File: src/hw/rtl/dtq_pkg.sv
// shared types and constants for the deadline timer queue
// no dependencies
`timescale 1ns / 1ps

package dtq_pkg;

    localparam int QUEUE_DEPTH = 32;
    localparam int ID_BITS     = 16;
    localparam int TIME_W      = 48;
    localparam int DELAY_W     = 32;
    localparam int PTR_W       = (QUEUE_DEPTH > 1) ? $clog2(QUEUE_DEPTH) : 1;
    localparam int CNT_W       = $clog2(QUEUE_DEPTH + 1);
    localparam int ENTRY_W     = TIME_W + ID_BITS;
    localparam int IN_DATA_W   = 96;
    localparam int OUT_DATA_W  = 72;

    localparam logic [1:0] KIND_ACK  = 2'd0;
    localparam logic [1:0] KIND_FIRE = 2'd1;
    localparam logic [1:0] KIND_WAIT = 2'd2;

    typedef enum logic [2:0] {
        ST_IDLE,
        ST_ADD_CHK,
        ST_ADD_CMP,
        ST_ADD_ACK,
        ST_TICK_CHK,
        ST_TICK_CMP
    } state_t;

    typedef struct packed {
        logic load;
        logic rd_prev;
        logic rd_head;
        logic wr_shift;
        logic wr_new;
        logic emit_full;
        logic emit_ack;
        logic emit_fire;
        logic emit_wait;
        logic emit_empty;
    } cmd_t;

    typedef struct packed {
        logic action;
        logic full;
        logic cnt_zero;
        logic pos_zero;
        logic prev_gt;
        logic head_le;
        logic out_free;
    } status_t;

endpackage

File: src/hw/rtl/dtq_ram.sv
// generic single write, single read ram with registered read data
// no dependencies
`timescale 1ns / 1ps

module dtq_ram #(
    parameter int WIDTH = 8,
    parameter int DEPTH = 16
) (
    input  logic                     clk,
    input  logic                     we,
    input  logic [$clog2(DEPTH)-1:0] waddr,
    input  logic [WIDTH-1:0]         wdata,
    input  logic                     re,
    input  logic [$clog2(DEPTH)-1:0] raddr,
    output logic [WIDTH-1:0]         rdata
);

    logic [WIDTH-1:0] mem [DEPTH];

    always_ff @(posedge clk)
    begin
        if (we)
        begin
            mem[waddr] <= wdata;
        end
        if (re)
        begin
            rdata <= mem[raddr];
        end
    end

endmodule

File: src/hw/rtl/dtq_ctrl.sv
// controller state machine for the deadline timer queue
// depends on dtq_pkg
`timescale 1ns / 1ps

module dtq_ctrl (
    input  logic             clk,
    input  logic             rst_n,
    input  logic             in_valid,
    output logic             in_ready,
    input  dtq_pkg::status_t st,
    output dtq_pkg::cmd_t    cmd
);

    import dtq_pkg::*;

    state_t state_reg, state_next;

    always_ff @(posedge clk or negedge rst_n)
    begin
        if (!rst_n)
        begin
            state_reg <= ST_IDLE;
        end
        else
        begin
            state_reg <= state_next;
        end
    end

    always_comb
    begin
        state_next = state_reg;
        case (state_reg)
            ST_IDLE:
            begin
                if (in_valid)
                begin
                    state_next = st.action ? ST_TICK_CHK : ST_ADD_CHK;
                end
            end
            ST_ADD_CHK:
            begin
                if (st.full)
                begin
                    if (st.out_free)
                    begin
                        state_next = ST_IDLE;
                    end
                end
                else if (st.pos_zero)
                begin
                    state_next = ST_ADD_ACK;
                end
                else
                begin
                    state_next = ST_ADD_CMP;
                end
            end
            ST_ADD_CMP:
            begin
                state_next = st.prev_gt ? ST_ADD_CHK : ST_ADD_ACK;
            end
            ST_ADD_ACK:
            begin
                if (st.out_free)
                begin
                    state_next = ST_IDLE;
                end
            end
            ST_TICK_CHK:
            begin
                if (st.cnt_zero)
                begin
                    if (st.out_free)
                    begin
                        state_next = ST_IDLE;
                    end
                end
                else
                begin
                    state_next = ST_TICK_CMP;
                end
            end
            ST_TICK_CMP:
            begin
                if (st.out_free)
                begin
                    state_next = st.head_le ? ST_TICK_CHK : ST_IDLE;
                end
            end
            default:
            begin
                state_next = ST_IDLE;
            end
        endcase
    end

    always_comb
    begin
        cmd      = '0;
        in_ready = 1'b0;
        case (state_reg)
            ST_IDLE:
            begin
                in_ready = 1'b1;
                cmd.load = in_valid;
            end
            ST_ADD_CHK:
            begin
                if (st.full)
                begin
                    cmd.emit_full = st.out_free;
                end
                else if (st.pos_zero)
                begin
                    cmd.wr_new = 1'b1;
                end
                else
                begin
                    cmd.rd_prev = 1'b1;
                end
            end
            ST_ADD_CMP:
            begin
                cmd.wr_shift = st.prev_gt;
                cmd.wr_new   = !st.prev_gt;
            end
            ST_ADD_ACK:
            begin
                cmd.emit_ack = st.out_free;
            end
            ST_TICK_CHK:
            begin
                if (st.cnt_zero)
                begin
                    cmd.emit_empty = st.out_free;
                end
                else
                begin
                    cmd.rd_head = 1'b1;
                end
            end
            ST_TICK_CMP:
            begin
                cmd.emit_fire = st.out_free && st.head_le;
                cmd.emit_wait = st.out_free && !st.head_le;
            end
            default:
            begin
                cmd = '0;
            end
        endcase
    end

endmodule

File: src/hw/rtl/dtq_dp.sv
// datapath: circular sorted entry store, insert pointer, output register
// depends on dtq_pkg and dtq_ram
`timescale 1ns / 1ps

module dtq_dp (
    input  logic                                 clk,
    input  logic                                 rst_n,
    input  dtq_pkg::cmd_t                        cmd,
    output dtq_pkg::status_t                     st,
    input  logic [dtq_pkg::IN_DATA_W-1:0]        s_tdata,
    input  logic                                 s_tuser,
    output logic                                 m_tvalid,
    input  logic                                 m_tready,
    output logic [dtq_pkg::OUT_DATA_W-1:0]       m_tdata,
    output logic [1:0]                           m_tuser,
    output logic                                 m_tlast
);

    import dtq_pkg::*;

    logic [PTR_W-1:0]  head_reg;
    logic [CNT_W-1:0]  count_reg;
    logic [PTR_W-1:0]  pos_reg;
    logic [TIME_W-1:0] now_reg;
    logic [TIME_W-1:0] dl_reg;
    logic [ID_BITS-1:0] id_reg;

    logic              out_valid_reg;
    logic [1:0]        out_kind_reg;
    logic [15:0]       out_id_reg;
    logic [TIME_W-1:0] out_wait_reg;
    logic              out_full_reg;
    logic              out_last_reg;

    logic [TIME_W:0]   sum;
    logic [TIME_W-1:0] dl_sat;
    logic              we, re;
    logic [PTR_W-1:0]  waddr, raddr;
    logic [ENTRY_W-1:0] wdata, rdata;
    logic [TIME_W-1:0] rd_dl;
    logic [ID_BITS-1:0] rd_id;
    logic [PTR_W-1:0]  pos_m1;

    function automatic logic [PTR_W-1:0] phys(input logic [PTR_W-1:0] base,
                                              input logic [PTR_W-1:0] idx);
        logic [PTR_W:0] s;
        s = {1'b0, base} + {1'b0, idx};
        if (s >= (PTR_W+1)'(QUEUE_DEPTH))
        begin
            s = s - (PTR_W+1)'(QUEUE_DEPTH);
        end
        return s[PTR_W-1:0];
    endfunction

    // now_us bits 47:0, delay_us 79:48, task_id 95:80
    assign sum    = {1'b0, s_tdata[TIME_W-1:0]}
                  + (TIME_W+1)'(s_tdata[TIME_W+DELAY_W-1:TIME_W]);
    assign dl_sat = sum[TIME_W] ? {TIME_W{1'b1}} : sum[TIME_W-1:0];

    assign rd_dl  = rdata[ENTRY_W-1:ID_BITS];
    assign rd_id  = rdata[ID_BITS-1:0];
    assign pos_m1 = pos_reg - PTR_W'(1);

    assign re    = cmd.rd_prev || cmd.rd_head;
    assign raddr = cmd.rd_head ? head_reg : phys(head_reg, pos_m1);
    assign we    = cmd.wr_shift || cmd.wr_new;
    assign waddr = phys(head_reg, pos_reg);
    assign wdata = cmd.wr_shift ? rdata : {dl_reg, id_reg};

    dtq_ram #(
        .WIDTH(ENTRY_W),
        .DEPTH(QUEUE_DEPTH)
    ) u_store (
        .clk  (clk),
        .we   (we),
        .waddr(waddr),
        .wdata(wdata),
        .re   (re),
        .raddr(raddr),
        .rdata(rdata)
    );

    always_comb
    begin
        // action is only looked at while the input word is offered
        st.action   = s_tuser;
        st.full     = (count_reg == CNT_W'(QUEUE_DEPTH));
        st.cnt_zero = (count_reg == '0);
        st.pos_zero = (pos_reg == '0);
        st.prev_gt  = (rd_dl > dl_reg);
        st.head_le  = (rd_dl <= now_reg);
        st.out_free = !out_valid_reg || m_tready;
    end

    always_ff @(posedge clk or negedge rst_n)
    begin
        if (!rst_n)
        begin
            head_reg  <= '0;
            count_reg <= '0;
        end
        else
        begin
            if (cmd.wr_new)
            begin
                count_reg <= count_reg + CNT_W'(1);
            end
            else if (cmd.emit_fire)
            begin
                count_reg <= count_reg - CNT_W'(1);
                head_reg  <= phys(head_reg, PTR_W'(1));
            end
        end
    end

    always_ff @(posedge clk)
    begin
        if (cmd.load)
        begin
            now_reg    <= s_tdata[TIME_W-1:0];
            dl_reg     <= dl_sat;
            id_reg     <= s_tdata[TIME_W+DELAY_W+ID_BITS-1:TIME_W+DELAY_W];
            pos_reg    <= count_reg[PTR_W-1:0];
        end
        else if (cmd.wr_shift)
        begin
            pos_reg <= pos_m1;
        end
    end

    // output word register
    always_ff @(posedge clk or negedge rst_n)
    begin
        if (!rst_n)
        begin
            out_valid_reg <= 1'b0;
        end
        else if (cmd.emit_full || cmd.emit_ack || cmd.emit_fire
                 || cmd.emit_wait || cmd.emit_empty)
        begin
            out_valid_reg <= 1'b1;
        end
        else if (m_tready)
        begin
            out_valid_reg <= 1'b0;
        end
    end

    always_ff @(posedge clk)
    begin
        if (cmd.emit_full || cmd.emit_ack || cmd.emit_fire
            || cmd.emit_wait || cmd.emit_empty)
        begin
            out_kind_reg <= cmd.emit_fire ? KIND_FIRE
                          : ((cmd.emit_wait || cmd.emit_empty) ? KIND_WAIT : KIND_ACK);
            out_id_reg   <= cmd.emit_fire ? 16'(rd_id) : 16'd0;
            out_wait_reg <= cmd.emit_wait ? (rd_dl - now_reg) : '0;
            out_full_reg <= cmd.emit_full;
            out_last_reg <= !cmd.emit_fire;
        end
    end

    assign m_tvalid = out_valid_reg;
    assign m_tdata  = {7'd0, out_full_reg, out_wait_reg, out_id_reg};
    assign m_tuser  = out_kind_reg;
    assign m_tlast  = out_last_reg;

endmodule

File: src/hw/rtl/deadline_timer_queue.sv
// deadline timer queue: sorted circular store of deadlines with task ids
// add: shifts each later-deadline entry up, writes the new one; full sets full_res
// tick: one fire word per due entry, then a closing wait word
// one item at a time; the store ram's single read port sets the step rate
// reset empties the queue at once; store contents need no clearing
`timescale 1ns / 1ps

module deadline_timer_queue (
    input  logic                            clk,
    input  logic                            rst_n,
    input  logic                            s_axis_tvalid,
    output logic                            s_axis_tready,
    input  logic [dtq_pkg::IN_DATA_W-1:0]   s_axis_tdata,  // now_us, delay_us, task_id
    input  logic                            s_axis_tuser,  // action
    output logic                            m_axis_tvalid,
    input  logic                            m_axis_tready,
    output logic [dtq_pkg::OUT_DATA_W-1:0]  m_axis_tdata,  // fired_id, wait_us, full_res
    output logic [1:0]                      m_axis_tuser,  // kind
    output logic                            m_axis_tlast
);

    import dtq_pkg::*;

    cmd_t    cmd;
    status_t st;

    dtq_ctrl u_ctrl (
        .clk     (clk),
        .rst_n   (rst_n),
        .in_valid(s_axis_tvalid),
        .in_ready(s_axis_tready),
        .st      (st),
        .cmd     (cmd)
    );

    dtq_dp u_dp (
        .clk     (clk),
        .rst_n   (rst_n),
        .cmd     (cmd),
        .st      (st),
        .s_tdata (s_axis_tdata),
        .s_tuser (s_axis_tuser),
        .m_tvalid(m_axis_tvalid),
        .m_tready(m_axis_tready),
        .m_tdata (m_axis_tdata),
        .m_tuser (m_axis_tuser),
        .m_tlast (m_axis_tlast)
    );

endmodule

File: config.mk
export PLATFORM = sky130hd
export DESIGN_NAME = deadline_timer_queue
export DESIGN_NICKNAME = d
export VERILOG_FILES = /design/src/hw/rtl/dtq_pkg.sv /design/src/hw/rtl/dtq_ram.sv /design/src/hw/rtl/dtq_ctrl.sv /design/src/hw/rtl/dtq_dp.sv /design/src/hw/rtl/deadline_timer_queue.sv
export SDC_FILE = /design/constraint.sdc
export NUM_CORES = 2
export LEC_CHECK = 0
export ABC_AREA = 1
export BUFFER_PORTS_ARGS = -buffer_cell sky130_fd_sc_hd__clkbuf_2
export CAP_MARGIN = 0
export CELL_PAD_IN_SITES_DETAIL_PLACEMENT = 0
export CELL_PAD_IN_SITES_GLOBAL_PLACEMENT = 1
export CORE_MARGIN = 4
export CORE_UTILIZATION = 35
export DETAILED_ROUTE_END_ITERATION = 6
export PLACE_DENSITY = 0.55
export SKIP_LAST_GASP = 1
export SLEW_MARGIN = 20
export SYNTH_ARGS = -nofsm -noshare
export SYNTH_HDL_FRONTEND = slang
export SYNTH_SLANG_ARGS = --single-unit
File: constraint.sdc
create_clock -name clk -period 11.1 [get_ports clk]
set_input_delay 1.665 -clock clk [delete_from_list [all_inputs] [get_ports clk]]
set_output_delay 1.665 -clock clk [all_outputs]
set_load 0.01 [all_outputs]
==> results.json <==
{
  "synth_ff_type": "edfxtp_1",
  "setup_ws_ns": 5.61,
  "cts_buffers": 266,
  "crit_required_ns": 11.63,
  "whs_ns": 0.480,
  "cpPeakStageDelay_ns": 0.77,
  "hpwlAfterDp_mm": 195,
  "max_slew_margin_pct": 22.3,
  "grt_pass1_wl_mm": 500,
  "grt_setup_unrepaired": "no",
  "drt-wirelength-per-cell_um": 27.5,
  "cts-hold-fix-buffers": 0,
  "cts_setup_buffers": 0,
  "final_cells": 12900,
  "port_buffers": 170,
  "synthArstFlopShare_pct": 0.649,
  "synth_edf_count": 2297,
  "clk_latency_ns": 0.86,
  "multiInputGateArea_um2": 27000,
  "die_y_um": 541,
  "place_inst": 12400,
  "maxCapViolCount": 0,
  "drc_errors": 0,
  "gp_congestion": 0.931,
  "design.portCount": 178,
  "end_kind": "flip-flop",
  "drv_slew": 0,
  "worstPathArrival_ns": 6.02,
  "mappedNetlistArea_um2": 99300,
  "cts_resized": 0,
  "fp.dieW_um": 541,
  "cts_tree": "done",
  "hold_viol_final": 0,
  "cts_root_buf": "clkbuf_16",
  "gr-total-overflow": 0,
  "wl_mm": 355,
  "cp_cell_sequence": "nor2_1 -> nand4_1 -> nand2_2 -> nand2_1 -> o21ai_4 -> buf_12 -> clkinv_8 -> buf_12 -> buf_4 -> nand3_1 -> nand3_1 -> nand3_1 -> nand3_1 -> nand2_1",
  "htree_levels": 5,
  "core_area_um2": 282000,
  "syn_area_per_cell_um2": 11.3,
  "ff_latch_area_um2": 69400,
  "routed_via_density": 5.38,
  "tightest_slew_ns": 1.17,
  "finalClockSkew_ns": 0.0534,
  "area_growth_pct": 13.7,
  "min_period_ns": 5.49,
  "drive_above_1_share_pct": 8.73,
  "synth-seq-cells": 2312,
  "worst-path-buf-inv": 4,
  "rows": 195,
  "setup_viol": 0,
  "cts.sinks": 2312,
  "min_path_type": "reg2reg",
  "reg_top3": "u_dp.u_store.mem (2048), u_dp.u_store.rdata (64)",
  "synth.distinct_cells": 43,
  "largest_reg_flops": 2048,
  "period_share_pct": 49.5,
  "critPathTopFamily": "buffers and inverters",
  "grt_pass1_vias": 66000,
  "first_pass_iters": 6,
  "slowest_stage": "clkinv_8",
  "synthCells": 8824,
  "max_freq_mhz": 182,
  "place_ws_ns": 5.56,
  "clk_pin_slew_worst_paths_ns": 0.06,
  "worstSetupPathType": "reg2reg",
  "grt_max_degree": 165,
  "ys_warn_count": 0,
  "path_common_cell": "nand3_1",
  "n_fill_cell": 27000,
  "regMostFlops": "u_dp.u_store.mem",
  "tns_ns": 0,
  "vias": 69300,
  "gr-usage-all-layers_pct": 23.6,
  "nNetsFinal": 9222,
  "drt_iter0_markers": 7382,
  "start_kind": "flip-flop",
  "synth-seq-area-share_pct": 69.8,
  "antenna_found_initial": 17,
  "cts.path.max_buffers": 4,
  "ant_nets": 0,
  "dieArea_um2": 292000,
  "initial_core_util_pct": 35.2,
  "crit_fanout": 129,
  "outcome": "completed"
}
[worst register-to-register path: cells and delay by family (launching register included)]
kind / cells / cell delay [ns]
buf+inv: 4 / 2.60
simple gates: 9 / 2.04
flops: 1 / 0.45
compound gates: 1 / 0.10
[layout by cell type (no fill, tap or decap), types with 19 or more instances in the layout]
master / Yosys / routed
edfxtp_1: 2297 / 2297
nand2_1: 2618 / 2616
xor2_1: 37 / 36
buf_4: 19 / 149
ha_1: 142 / 142
nor3_1: 31 / 31
nand3_1: 2046 / 2044
inv_1: 414 / 412
a21oi_1: 158 / 158
nand4_1: 19 / 19
clkbuf_2: 0 / 170
o21ai_4: 1 / 51
nor2_1: 279 / 245
nor2_4: 0 / 34
o21ai_0: 163 / 98
clkbuf_1: 72 / 61
buf_12: 0 / 22
clkinv_2: 0 / 33
or2_2: 21 / 21
clkbuf_16: 0 / 273
clkinv_1: 1 / 56
[metrics by stage]
stage	instance area [um2]	util, %
2_1_floorplan	99300	-
3_3_place_gp	105000	37.0
3_5_place_dp	105000	37.2
4_1_cts	113000	40.0
5_1_grt	113000	40.0
6_report	113000	40.0
[cell families (layout without fill, tap and decap cells)]
group,after synthesis,count (layout),share of synthesized area (%)
simple gates,5038,5038,21.8
flops,2312,2312,69.8
fa+ha+maj,147,147,1.89
other cells,1,9,0.00378
buf+inv,887,1209,3.86
compound gates,386,386,2.11
xor+xnor,53,53,0.467
[area by class of cell]
class / count / area share [%]
diodes: 2 / 0.00443
inverters: 418 / 1.42
multi-input cells: 5631 / 23.9
clock inverters: 112 / 0.609
clock buffers: 334 / 6.25
well taps: 3743 / 4.15
flip-flops and latches: 2312 / 61.4
repair buffers: 345 / 2.22
[cell usage after synthesis, types with 5 or more instances]
master,number,area share (%)
ha_1,142,1.8
buf_2,341,1.7
buf_1,36,0.14
xor2_1,37,0.33
buf_4,19,0.14
a31oi_1,10,0.063
nand3_1,2046,10
nor4_1,13,0.082
nor3_1,31,0.16
nor2_1,279,1.1
or2_2,21,0.13
nand4_1,19,0.12
o21a_1,12,0.091
nand2_1,2618,9.9
a21o_1,12,0.091
clkbuf_1,72,0.27
a21oi_1,158,0.80
inv_1,414,1.6
a21boi_0,6,0.045
dfrtp_1,15,0.38
edfxtp_1,2297,69
o21bai_1,14,0.11
fa_1,5,0.10
nor3b_1,5,0.038
o21ai_0,163,0.82
xnor2_1,16,0.14
[routing by layer]
layer / part of all wire, % / routed length (um) / GRT usage (%) / vias to the layer above
met5: 0 / 0 / 0 / -
met4: 2.3 / 8180 / 5.63 / 0
met3: 6.3 / 22400 / 2.99 / 436
met2: 46 / 163000 / 37.5 / 2419
met1: 45 / 161000 / 34.3 / 35200
li1: - / - / - / 31200
[final timing paths]
path                                   start                     end  slack (ns)  cells past startpoint
hold reg to reg            u_dp.count_reg[5]       u_dp.count_reg[5]        0.48                      2
setup reg to reg           u_dp.count_reg[0]  u_dp.u_store.rdata[18]        5.61                     14
setup / recovery           u_dp.count_reg[0]  u_dp.u_store.rdata[18]        5.61                     14
max in group asynchronous              rst_n     u_ctrl.state_reg[0]        9.98                      1
min in group asynchronous              rst_n       u_dp.count_reg[1]        0.78                      1
hold / removal             u_dp.count_reg[5]       u_dp.count_reg[5]        0.48                      2
Power is left out: the tool's default activity adds up to more than one toggle a clock period on the data nets, which glitch-free logic cannot reach.
